**config.mk**
```make
export PLATFORM = sky130hd
export DESIGN_NAME = two_string_deletion_distance_top
export DESIGN_NICKNAME = d
export VERILOG_FILES = /design/src/rtl/tsdd_pkg.sv /design/src/rtl/tsdd_core.sv /design/src/rtl/two_string_deletion_distance_top.sv
export VERILOG_INCLUDE_DIRS = /design/src /design/src/rtl
export SDC_FILE = /design/constraint.sdc
export NUM_CORES = 2
export LEC_CHECK = 0
export BUFFER_PORTS_ARGS = -buffer_cell sky130_fd_sc_hd__clkbuf_2
export CORE_MARGIN = 5
export CORE_UTILIZATION = 60
export CTS_BUF_LIST = sky130_fd_sc_hd__clkbuf_8
export DETAILED_ROUTE_END_ITERATION = 7
export PLACE_DENSITY = 0.83
export SETUP_SLACK_MARGIN = 0.3
export SLEW_MARGIN = 10
export SYNTH_ARGS = -nofsm -noshare
export SYNTH_HDL_FRONTEND = slang
export SYNTH_HIERARCHICAL = 1
export SYNTH_SLANG_ARGS = --single-unit
```
**constraint.sdc**
```tcl
create_clock -name clk -period 11.7 [get_ports clk]
set_input_delay 1.755 -clock clk [delete_from_list [all_inputs] [get_ports clk]]
set_output_delay 1.755 -clock clk [all_outputs]
set_load 0.05 [all_outputs]
```
**src/rtl/two_string_deletion_distance_top_defines.svh**
```systemverilog
// Assertion macros used by the core RTL file.
`ifndef TWO_STRING_DELETION_DISTANCE_TOP_DEFINES_SVH
`define TWO_STRING_DELETION_DISTANCE_TOP_DEFINES_SVH

`ifndef ASSERT_OFF
`define ASSERT_IMPLIES(lbl, clk, rstn, ante, cons) \
    lbl: assert property (@(posedge clk) disable iff (!(rstn)) (ante) |-> (cons)) \
        else $error("assertion failed: same-cycle implication");
`define ASSERT_NEXT(lbl, clk, rstn, ante, cons) \
    lbl: assert property (@(posedge clk) disable iff (!(rstn)) (ante) |=> (cons)) \
        else $error("assertion failed: next-cycle implication");
`else
`define ASSERT_IMPLIES(lbl, clk, rstn, ante, cons)
`define ASSERT_NEXT(lbl, clk, rstn, ante, cons)
`endif

`endif

```
**src/rtl/tsdd_pkg.sv**
```systemverilog
`default_nettype none

package tsdd_pkg;

    localparam int MAX_LEN_DEF = 64;
    localparam int FUNC_W      = 2;
    localparam int CHAR_W      = 8;
    localparam int DIST_W      = 8;

    localparam logic [FUNC_W-1:0] FUNC_LOAD_FIRST  = 2'd0;
    localparam logic [FUNC_W-1:0] FUNC_LOAD_SECOND = 2'd1;
    localparam logic [FUNC_W-1:0] FUNC_COMPUTE     = 2'd2;

    typedef struct packed {
        logic busy;
        logic done;
    } stat_t;

    function automatic int addr_w(input int depth);
        return (depth > 1) ? $clog2(depth) : 1;
    endfunction

endpackage

`default_nettype wire

```
**src/rtl/tsdd_core.sv**
```systemverilog
`default_nettype none

module tsdd_core #(
    parameter int MAX_LEN = tsdd_pkg::MAX_LEN_DEF
) (
    input  wire logic                                     clk,
    input  wire logic                                     rst_n,
    input  wire logic                                     start,
    input  wire logic [$clog2(MAX_LEN+1)-1:0]             n1,
    input  wire logic [$clog2(MAX_LEN+1)-1:0]             n2,
    output logic      [tsdd_pkg::addr_w(MAX_LEN)-1:0]     first_addr,
    output logic      [tsdd_pkg::addr_w(MAX_LEN)-1:0]     second_addr,
    input  wire logic [tsdd_pkg::CHAR_W-1:0]              first_q,
    input  wire logic [tsdd_pkg::CHAR_W-1:0]              second_q,
    output tsdd_pkg::stat_t                               stat,
    output logic      [tsdd_pkg::DIST_W-1:0]              distance
);

    `include "two_string_deletion_distance_top_defines.svh"

    localparam int AW = tsdd_pkg::addr_w(MAX_LEN);
    localparam int LW = $clog2(MAX_LEN + 1);
    localparam int CW = $clog2(2 * MAX_LEN + 1);
    localparam int DW = (CW > tsdd_pkg::DIST_W) ? CW : tsdd_pkg::DIST_W;

    localparam logic [1:0] ST_IDLE  = 2'd0;
    localparam logic [1:0] ST_ROW   = 2'd1;
    localparam logic [1:0] ST_SWEEP = 2'd2;

    logic [1:0]    state_reg, state_next;
    logic [LW-1:0] n1_reg, n1_next;
    logic [LW-1:0] n2_reg, n2_next;
    logic [AW-1:0] row_reg, row_next;
    logic [AW-1:0] col_reg, col_next;
    logic [CW-1:0] right_reg, right_next;
    logic [CW-1:0] diag_reg, diag_next;
    logic          done_reg, done_next;
    logic [tsdd_pkg::DIST_W-1:0] dist_reg, dist_next;

    logic [CW-1:0] cost_mem [MAX_LEN];
    logic [CW-1:0] cost_q;
    logic [AW-1:0] rd_addr;
    logic          cost_we;
    logic [CW-1:0] cost_wd;

    logic [LW-1:0] n2_m1;
    logic [LW-1:0] n1_m1;
    logic          first_row;
    logic [CW-1:0] below;
    logic [CW-1:0] best;
    logic [CW-1:0] cost_new;
    logic [DW-1:0] sat_in;
    logic [tsdd_pkg::DIST_W-1:0] sat_out;

    assign n2_m1     = n2_reg - 1'b1;
    assign n1_m1     = n1_reg - 1'b1;
    assign first_row = (row_reg == n1_m1[AW-1:0]);

    assign rd_addr     = (state_reg == ST_ROW) ? n2_m1[AW-1:0]
                       : ((col_reg == '0) ? '0 : col_reg - 1'b1);
    assign first_addr  = row_reg;
    assign second_addr = rd_addr;

    assign below    = first_row ? CW'(n2_reg - LW'(col_reg)) : cost_q;
    assign best     = (below < right_reg) ? below : right_reg;
    assign cost_new = (first_q == second_q) ? diag_reg : best + 1'b1;

    assign cost_we = (state_reg == ST_SWEEP);
    assign cost_wd = cost_new;

    always_comb
    begin
        sat_in = DW'(cost_new);
        if (state_reg == ST_IDLE)
        begin
            sat_in = DW'(CW'(n1) + CW'(n2));
        end
        sat_out = (sat_in > DW'(255)) ? 8'hFF : sat_in[tsdd_pkg::DIST_W-1:0];
    end

    always_ff @(posedge clk)
    begin
        if (cost_we)
        begin
            cost_mem[col_reg] <= cost_wd;
        end
        cost_q <= cost_mem[rd_addr];
    end

    always_comb
    begin
        state_next = state_reg;
        n1_next    = n1_reg;
        n2_next    = n2_reg;
        row_next   = row_reg;
        col_next   = col_reg;
        right_next = right_reg;
        diag_next  = diag_reg;
        done_next  = 1'b0;
        dist_next  = dist_reg;
        unique case (state_reg)
            ST_IDLE:
            begin
                if (start)
                begin
                    n1_next = n1;
                    n2_next = n2;
                    if (n1 == '0 || n2 == '0)
                    begin
                        done_next = 1'b1;
                        dist_next = sat_out;
                    end
                    else
                    begin
                        row_next   = AW'(n1 - 1'b1);
                        state_next = ST_ROW;
                    end
                end
            end
            ST_ROW:
            begin
                col_next   = n2_m1[AW-1:0];
                right_next = CW'(n1_reg) - CW'(row_reg);
                diag_next  = CW'(n1_reg) - CW'(row_reg) - 1'b1;
                state_next = ST_SWEEP;
            end
            ST_SWEEP:
            begin
                right_next = cost_new;
                diag_next  = below;
                if (col_reg == '0)
                begin
                    if (row_reg == '0)
                    begin
                        done_next  = 1'b1;
                        dist_next  = sat_out;
                        state_next = ST_IDLE;
                    end
                    else
                    begin
                        row_next   = row_reg - 1'b1;
                        state_next = ST_ROW;
                    end
                end
                else
                begin
                    col_next = col_reg - 1'b1;
                end
            end
            default:
            begin
                state_next = ST_IDLE;
            end
        endcase
    end

    always_ff @(posedge clk or negedge rst_n)
    begin
        if (!rst_n)
        begin
            state_reg <= ST_IDLE;
            done_reg  <= 1'b0;
        end
        else
        begin
            state_reg <= state_next;
            done_reg  <= done_next;
        end
    end

    always_ff @(posedge clk)
    begin
        n1_reg    <= n1_next;
        n2_reg    <= n2_next;
        row_reg   <= row_next;
        col_reg   <= col_next;
        right_reg <= right_next;
        diag_reg  <= diag_next;
        dist_reg  <= dist_next;
    end

    assign stat.busy = (state_reg != ST_IDLE) || done_reg;
    assign stat.done = done_reg;
    assign distance  = dist_reg;

    `ASSERT_IMPLIES(a_done_idle, clk, rst_n, done_reg, state_reg == ST_IDLE)
    `ASSERT_NEXT(a_row_to_sweep, clk, rst_n, state_reg == ST_ROW, state_reg == ST_SWEEP)
    `ASSERT_NEXT(a_col_step, clk, rst_n, state_reg == ST_SWEEP && col_reg != '0,
                 state_reg == ST_SWEEP && col_reg == $past(col_reg) - 1'b1)
    `ASSERT_IMPLIES(a_no_start_busy, clk, rst_n, stat.busy, !start)

endmodule

`default_nettype wire

```
**src/rtl/two_string_deletion_distance_top.sv**
```systemverilog
// Channel  Signals                         Payload
// -------  ------------------------------  ---------------------------------
// s_axis   tvalid tready tdata tuser       tdata: ch; tuser: func
// m_axis   tvalid tready tdata tuser       tdata: distance; tuser: overflow
//
// A compute item passes a row state, then sweeps the cost row memory once
// per first-string character, one cell per cycle; an empty string gives the
// result straight from idle. No item is taken while a compute runs.
// Reset clears both lengths, the dropped-character flag and the output valid flag.
// Loads are taken while a result waits; a compute waits for a free output slot.
`default_nettype none

module two_string_deletion_distance_top #(
    parameter int MAX_LEN = tsdd_pkg::MAX_LEN_DEF
) (
    input  wire logic       clk,
    input  wire logic       rst_n,
    input  wire logic       s_axis_tvalid,
    output logic            s_axis_tready,
    input  wire logic [7:0] s_axis_tdata,   // [7:0] ch
    input  wire logic [1:0] s_axis_tuser,   // [1:0] func
    output logic            m_axis_tvalid,
    input  wire logic       m_axis_tready,
    output logic      [7:0] m_axis_tdata,   // [7:0] distance
    output logic            m_axis_tuser    // [0] overflow
);

    localparam int AW = tsdd_pkg::addr_w(MAX_LEN);
    localparam int LW = $clog2(MAX_LEN + 1);

    logic [LW-1:0] first_len_reg, first_len_next;
    logic [LW-1:0] second_len_reg, second_len_next;
    logic          dropped_reg, dropped_next;
    logic          ovf_reg, ovf_next;
    logic          m_valid_reg, m_valid_next;
    logic [7:0]    m_data_reg, m_data_next;
    logic          m_user_reg, m_user_next;

    logic [tsdd_pkg::CHAR_W-1:0] first_mem  [MAX_LEN];
    logic [tsdd_pkg::CHAR_W-1:0] second_mem [MAX_LEN];
    logic [tsdd_pkg::CHAR_W-1:0] first_q;
    logic [tsdd_pkg::CHAR_W-1:0] second_q;
    logic [AW-1:0]               first_addr;
    logic [AW-1:0]               second_addr;
    logic                        first_we;
    logic                        second_we;

    logic                        accept;
    logic                        start;
    logic                        out_blocked;
    tsdd_pkg::stat_t             stat;
    logic [tsdd_pkg::DIST_W-1:0] distance;

    assign out_blocked   = m_valid_reg && !m_axis_tready;
    assign s_axis_tready = !stat.busy
                           && !(s_axis_tuser == tsdd_pkg::FUNC_COMPUTE && out_blocked);
    assign accept        = s_axis_tvalid && s_axis_tready;
    assign start         = accept && (s_axis_tuser == tsdd_pkg::FUNC_COMPUTE);

    assign first_we  = accept && (s_axis_tuser == tsdd_pkg::FUNC_LOAD_FIRST)
                       && (first_len_reg < LW'(MAX_LEN));
    assign second_we = accept && (s_axis_tuser == tsdd_pkg::FUNC_LOAD_SECOND)
                       && (second_len_reg < LW'(MAX_LEN));

    always_ff @(posedge clk)
    begin
        if (first_we)
        begin
            first_mem[first_len_reg[AW-1:0]] <= s_axis_tdata;
        end
        first_q <= first_mem[first_addr];
    end

    always_ff @(posedge clk)
    begin
        if (second_we)
        begin
            second_mem[second_len_reg[AW-1:0]] <= s_axis_tdata;
        end
        second_q <= second_mem[second_addr];
    end

    always_comb
    begin
        first_len_next  = first_len_reg;
        second_len_next = second_len_reg;
        dropped_next    = dropped_reg;
        ovf_next        = ovf_reg;
        if (accept)
        begin
            unique case (s_axis_tuser)
                tsdd_pkg::FUNC_LOAD_FIRST:
                begin
                    if (first_we)
                    begin
                        first_len_next = first_len_reg + 1'b1;
                    end
                    else
                    begin
                        dropped_next = 1'b1;
                    end
                end
                tsdd_pkg::FUNC_LOAD_SECOND:
                begin
                    if (second_we)
                    begin
                        second_len_next = second_len_reg + 1'b1;
                    end
                    else
                    begin
                        dropped_next = 1'b1;
                    end
                end
                tsdd_pkg::FUNC_COMPUTE:
                begin
                    ovf_next        = dropped_reg;
                    first_len_next  = '0;
                    second_len_next = '0;
                    dropped_next    = 1'b0;
                end
                default:
                begin
                    dropped_next = dropped_reg;
                end
            endcase
        end
    end

    always_comb
    begin
        m_valid_next = m_valid_reg;
        m_data_next  = m_data_reg;
        m_user_next  = m_user_reg;
        if (stat.done)
        begin
            m_valid_next = 1'b1;
            m_data_next  = distance;
            m_user_next  = ovf_reg;
        end
        else if (m_valid_reg && m_axis_tready)
        begin
            m_valid_next = 1'b0;
        end
    end

    always_ff @(posedge clk or negedge rst_n)
    begin
        if (!rst_n)
        begin
            first_len_reg  <= '0;
            second_len_reg <= '0;
            dropped_reg    <= 1'b0;
            m_valid_reg    <= 1'b0;
        end
        else
        begin
            first_len_reg  <= first_len_next;
            second_len_reg <= second_len_next;
            dropped_reg    <= dropped_next;
            m_valid_reg    <= m_valid_next;
        end
    end

    always_ff @(posedge clk)
    begin
        ovf_reg    <= ovf_next;
        m_data_reg <= m_data_next;
        m_user_reg <= m_user_next;
    end

    tsdd_core #(
        .MAX_LEN (MAX_LEN)
    ) u_core (
        .clk         (clk),
        .rst_n       (rst_n),
        .start       (start),
        .n1          (first_len_reg),
        .n2          (second_len_reg),
        .first_addr  (first_addr),
        .second_addr (second_addr),
        .first_q     (first_q),
        .second_q    (second_q),
        .stat        (stat),
        .distance    (distance)
    );

    assign m_axis_tvalid = m_valid_reg;
    assign m_axis_tdata  = m_data_reg;
    assign m_axis_tuser  = m_user_reg;

endmodule

`default_nettype wire

```
Word level (Yosys, flattened, before mapping)
Memory sizes are Yosys's and may differ from the RTL's. A register that Yosys moved wholly into a read port is not among the register bits.
Cells that the tools add are included.
Cells by class
  $add $sub $neg: 12
  multipliers: 0
  divide/modulo/power cells: 0
  order comparisons: 4
  equality and inequality tests: 17
  shift-type cells: 0
  muxes and demuxes: 46
  bitwise gates (word level): 0
  reduce and logical (&&, ||, !) cells: 37
Operator list (number)
  $mux W8: 9
  $pmux W8 S2: 3
  $mux W6: 7
  $sub A6 B1 Y6 const B: 5
  $pmux W7 S2: 2
  $pmux W6 S2: 2
  $ne A2 B2 Y1 const B: 11
  $sub A7 B6 Y8: 2
  $mux W1: 15
  $add A7 B1 Y7 const B: 2
  $logic_not A7 Y1: 2
  $lt A7 B7 Y1 const B: 2
  $mux W7: 2
  $logic_not A6 Y1: 2
  $reduce_bool A2 Y1: 6
  $logic_and A1 B1 Y1: 10
  $reduce_and A5 Y1: 2
  $reduce_and A3 Y1: 3
  $add A7 B7 Y8: 1
  $add A8 B1 Y8 const B: 1
  $eq A8 B8 Y1: 1
  $gt A8 B8 Y1 const B: 1
  $lt A8 B8 Y1: 1
  $sub A8 B1 Y8 const B: 1
  other kinds (13): 23
Word-level totals
  register bits after elaboration: 79
  bits in latches: 0
  bits in writable memories: 1536
  bits in read-only memories: 0
  input port bits: 14
  output and inout port bits: 11
  word-level logic and storage cells: 135
  memories kept: 3
Memory list
  first_mem: depth 64, width 8, read ports 1, clocked after memory_dff 1, wr ports 1, line two_string_deletion_distance_top.sv:39  | logic [tsdd_pkg::CHAR_W-1:0] first_mem [MAX_LEN];
  second_mem: depth 64, width 8, read ports 1, clocked after memory_dff 1, wr ports 1, line two_string_deletion_distance_top.sv:40  | logic [tsdd_pkg::CHAR_W-1:0] second_mem [MAX_LEN];
  u_core.cost_mem: depth 64, width 8, read ports 1, clocked after memory_dff 1, wr ports 1, line tsdd_core.sv:40  | logic [CW-1:0] cost_mem [MAX_LEN];

Depth between registers and ports, before layout
  word-level depth: 13
  gate-level depth with buffers: 24
  gate-level depth less buffers: 24

Cells and area by module
The synthesis kept the hierarchy.
Modules (own cells, without submodules)
  two_string_deletion_distance_top: instances 1, cells each 1939, area an instance 41437.2 sq um, seq. area each 31770.5 sq um
  tsdd_core: instances 1, cells each 1775, area an instance 24726.2 sq um, seq. area each 17111.4 sq um

Worst setup path after synthesis
Ideal clock, no wire load.
  path kind: flip-flop to flip-flop
  from: reg u_core.col_reg[2]
  to: mem u_core/cost_mem[0][6] (netlist bit), data pin
  setup time: 702 ps
  data arrival time: 7394 ps
  required time: 10998 ps
  slack: 3604 ps
  stages on the path, launching flop included: 25
  path buffers: 2
  clock period less this slack: 8096 ps
  cells stage by stage: edfxtp_1 > buf_2 > inv_1 > ha_1 > or2_2 > o311ai_0 > a21oi_1 > a311oi_1 > mux2i_1 > inv_1 > ha_1 > a21oi_1 > o21ai_0 > a2111oi_0 > nor2_1 > nor3_1 > buf_2 > mux2_2 > ha_1 > inv_1 > nor3_1 > nand3_1 > xnor2_1 > o22a_1 > o21ai_0
On the way
  word-level cells in the longest chain between the ends: 6
RTL lines
  start, declared: line tsdd_core.sv:34  | logic [AW-1:0] col_reg, col_next;
  start signal, assigned: line tsdd_core.sv:176  | col_reg <= col_next;
  $sub A7 B6 Y8 *: line tsdd_core.sv:64  | assign below = first_row ? CW'(n2_reg - LW'(col_reg)) : cost_q;
  $mux W8 *: line tsdd_core.sv:64
  $lt A8 B8 Y1: line tsdd_core.sv:65  | assign best = (below < right_reg) ? below : right_reg;
  $mux W8 *: line tsdd_core.sv:65
  $add A8 B1 Y8 *: line tsdd_core.sv:66  | assign cost_new = (first_q == second_q) ? diag_reg : best + 1'b1;
  $mux W8 *: line tsdd_core.sv:66
  named net u_core.cost_new[6]: line tsdd_core.sv:51  | logic [CW-1:0] cost_new;
  end, declared: line tsdd_core.sv:40
The timed path passes the listed nets; every way through them passes the cells marked *.

Final worst setup path
  from: reg u_core.row_reg[3] (netlist: u_core/first_addr[3])
  to: mem u_core/cost_mem[49][6] (netlist bit), data pin
On the way
  word-level cells in the longest chain between the ends: 6
RTL lines
  start, declared: line tsdd_core.sv:33  | logic [AW-1:0] row_reg, row_next;
  start signal, assigned: line tsdd_core.sv:175  | row_reg <= row_next;
  $eq A6 B6 Y1 *: line tsdd_core.sv:57  | assign first_row = (row_reg == n1_m1[AW-1:0]);
  $mux W8 *: line tsdd_core.sv:64
  $lt A8 B8 Y1: line tsdd_core.sv:65
  $mux W8 *: line tsdd_core.sv:65
  $add A8 B1 Y8 *: line tsdd_core.sv:66
  $mux W8 *: line tsdd_core.sv:66
  named net u_core.cost_new[6]: line tsdd_core.sv:51
Marks and branches as above.

==> reports/qor.csv <==
stage,metric,value,unit
status,status,"finished, final reports clean",
timing,setup_viol,0,
synthesis,synth_cell_type_count,85,
timing,rsz0062_at_grt,false,
synthesis,async_reset_ff_frac,0.0116,
pwr,power_density,278,nW/um^2
timing,maxSlewViolCount,0,
cts,cts_tree,yes,
placement,gp_congestion,0.907,
timing,setup_slack,4.62,ns
global_routing,grt_first_pass_wirelength,218,mm
route,finalWirelength,145,mm
worst_setup_path,critPathMaxFanout,64,
placement,place_inst,5063,
route,ant_nets,0,
cts,post_cts_buffers,0,
cts,numCtsBuffers,238,
placement,pre_cts_slack,4.76,ns
synthesis,yosysTopAreaCellShare,0.724,
worst_setup_path,criticalPathCategory,register to register,
cts,cts_sinks,1639,
synthesis,synth-edff-count,1596,
worst_setup_path,r2r_setup_slack,4.62,ns
route,viasPerCell,6.46,
worst_setup_path,required,12.26,ns
floorplan,pin_count,25,
cts,clk_pin_slew,0.07,ns
worst_setup_path,end_kind,register,
floorplan,die_y,342,um
synthesis,yosysTopAreaCell,edfxtp_1,
synthesis,syn_nets,3769,
worst_setup_path,worstPathArrival,7.64,ns
route,drtIter0Drc,4842,
cells_and_area,stdcell_count,5508,
hold_path,min_path_type,register to register,
timing,fmax,141,MHz
cts,clockBufferDepth,3,
timing,finalHoldViolCount,0,
cells_and_area,fin_area,72000,sq um
cts,insertion_delay,0.90,ns
placement,portBuffers,24,
placement,dp_hpwl,88.3,mm
timing,relSlewSlack,0.151,
floorplan,start_util,0.606,
synthesis,syn_area,66200,sq um
floorplan,core_area,109000,sq um
timing,worst_pin_slew,1.27,ns
flow_run,max_cap_violations,0,
synthesis,ys_ff_latch,1639,
floorplan,die_w,342,um
pwr,power.leakage,0.0233,uW
cts,h-tree-depth,4,
route,wl_per_cell,26.3,um
synthesis,yosys_warnings,6,
floorplan,die_area,117000,sq um
cells_and_area,synthToLayoutAreaGrowth,8.81,%
synthesis,yosysSeqAreaShare,0.739,
floorplan,rows,121,
timing,fin_worst_skew,0.0592,ns
global_routing,grt_antenna_before_repair,9,
synthesis,synth.avg_cell_area,17.8,sq um
timing,period_share,0.605,
timing,layout_min_cycle_time,7.08,ns
cells_and_area,regArea,48900,sq um
global_routing,grt_pass1_vias,35317,
global_routing,track_usage,0.248,
cts,hold_buffers,0,
global_routing,overflow,0,
synthesis,ys.flop_type,edfxtp_1,
global_routing,grt_max_degree,137,
cells_and_area,multi_input_area,16100,sq um
route,drc,0,
cells_and_area,drive_gt1_frac,0.189,
pwr,ir_drop,366,uV
placement,place_area,67600,sq um
route,firstDrtPassIters,6,
worst_setup_path,worstSetupStartpointType,register,
cells_and_area,n_fill_cell,6790,
synthesis,synth.area.top_cells,"edfxtp_1, mux4_2, nand2_1, mux2i_1, nand3_1",
synthesis,synthCells,3714,
route,dr_total_vias,35590,
cts,ctsResizeCount,0,
timing,timing.setup.tns,0,ns
cells_and_area,layout.nets,3882,
cts,clockRootBuffer,clkbuf_8,
## critical path, cell delays in order, from the launching register on
cell,delay [ns]
edfxtp_1,0.96
xor2_1,0.17
xnor2_1,0.27
o211ai_1,0.28
nor2_1,0.78
mux2i_1,0.39
inv_1,0.08
ha_1,0.31
a21oi_1,0.15
o21ai_0,0.12
a2111oi_0,0.39
nor2_1,0.08
nor3_1,0.59
mux2i_1,0.19
inv_1,0.09
ha_1,0.32
inv_1,0.11
nor3_1,0.29
nand3_1,0.15
xnor2_1,0.15
o22a_1,0.26
o21ai_4,0.14
buf_4,0.48
## report_power, final
| part | total (uW) | switching, uW | internal (uW) | leakage [uW] |
|---|---|---|---|---|
| Clock | 4220 | 2110 | 2110 | 0.00250 |
| Sequential | 8150 | 225 | 7930 | 0.0148 |
| Combinational | 7650 | 4990 | 2650 | 0.00600 |
## synthesized netlist by cell type (7+ instances only)
cell,n
nand4_1,49
or3_1,7
a31oi_1,9
a21oi_1,37
dfxtp_1,24
nand2b_1,15
clkbuf_1,64
a22oi_1,35
buf_6,16
dfrtp_1,19
nand3b_1,11
buf_1,12
xnor2_1,37
mux4_2,315
and3_1,8
nor2b_1,17
ha_1,38
a221oi_1,12
o221ai_1,19
mux2_2,41
mux2i_1,98
o22ai_1,27
or2_2,7
or4_1,10
a211oi_1,11
nand2_1,367
xor2_1,16
edfxtp_1,1596
nor3b_1,7
inv_1,63
and2_1,8
buf_4,24
o21ai_0,44
buf_2,81
nand3_1,190
nor3_1,32
nor2_1,237
## cell type report
class	count	share of cell area
repair buffers	71	0.00702
flip-flops and latches	1639	0.679
clock buffers	247	0.0472
inverters	63	0.00341
clock inverters	194	0.0142
well taps	1476	0.0257
multi-input cells	1814	0.223
diodes	4	0.000139
## routing by layer
layer / vias up / track usage / wire length [um]
met2: 2239 / 0.396 / 70400
met1: 17990 / 0.346 / 54500
met3: 339 / 0.0570 / 15100
met4: 6 / 0.0867 / 4760
li1: 15016 / - / -
met5: - / 0 / 46
## cell usage in the layout (no fill, tap or decap), types with 19 or more instances in the layout
| master | count |
|---|---|
| a21oi_1 | 37 |
| a22oi_1 | 35 |
| buf_4 | 54 |
| clkbuf_8 | 247 |
| clkinv_1 | 81 |
| clkinv_2 | 30 |
| dfrtp_1 | 19 |
| dfxtp_1 | 24 |
| edfxtp_1 | 1596 |
| ha_1 | 37 |
| inv_1 | 125 |
| mux2_2 | 40 |
| mux2i_1 | 97 |
| mux4_2 | 315 |
| nand2_1 | 365 |
| nand3_1 | 190 |
| nand4_1 | 49 |
| nor2_1 | 235 |
| nor3_1 | 31 |
| o21ai_0 | 42 |
| o221ai_1 | 19 |
| o22ai_1 | 27 |
| xnor2_1 | 37 |
## through the flow
stage | hold slack [ns] | power (uW) | util
after floorplan | 0.400 | 13500 | -
after global placement | 0.460 | 15600 | 0.619
after detailed placement | 0.481 | 15800 | 0.619
after CTS | 0.500 | 20000 | 0.659
after global routing | 0.513 | 20900 | 0.659
final | 0.504 | 20000 | 0.660
## worst paths after layout
kind,start,cells after the start,end
setup / recovery,u_core/first_addr[3],22,u_core/cost_mem[49][6]
hold / removal,dropped_reg,0,ovf_reg
setup reg to reg,u_core/first_addr[3],22,u_core/cost_mem[49][6]
hold reg to reg,dropped_reg,0,ovf_reg
max in group asynchronous,rst_n,1,first_len_reg[6]
min in group asynchronous,rst_n,1,u_core/done_reg
## cells by family after synthesis
group	after synthesis	share of synthesized area
flip-flops	1639	0.739
AND/OR/NAND/NOR	995	0.0688
multiplexers	455	0.129
AO/OA/AOI/OAI	270	0.0283
buffers and inverters	261	0.0195
XOR/XNOR	53	0.00702
adder cells (fa/ha/maj)	41	0.00809
No activity file was read; power rests on OpenSTA's default activity.
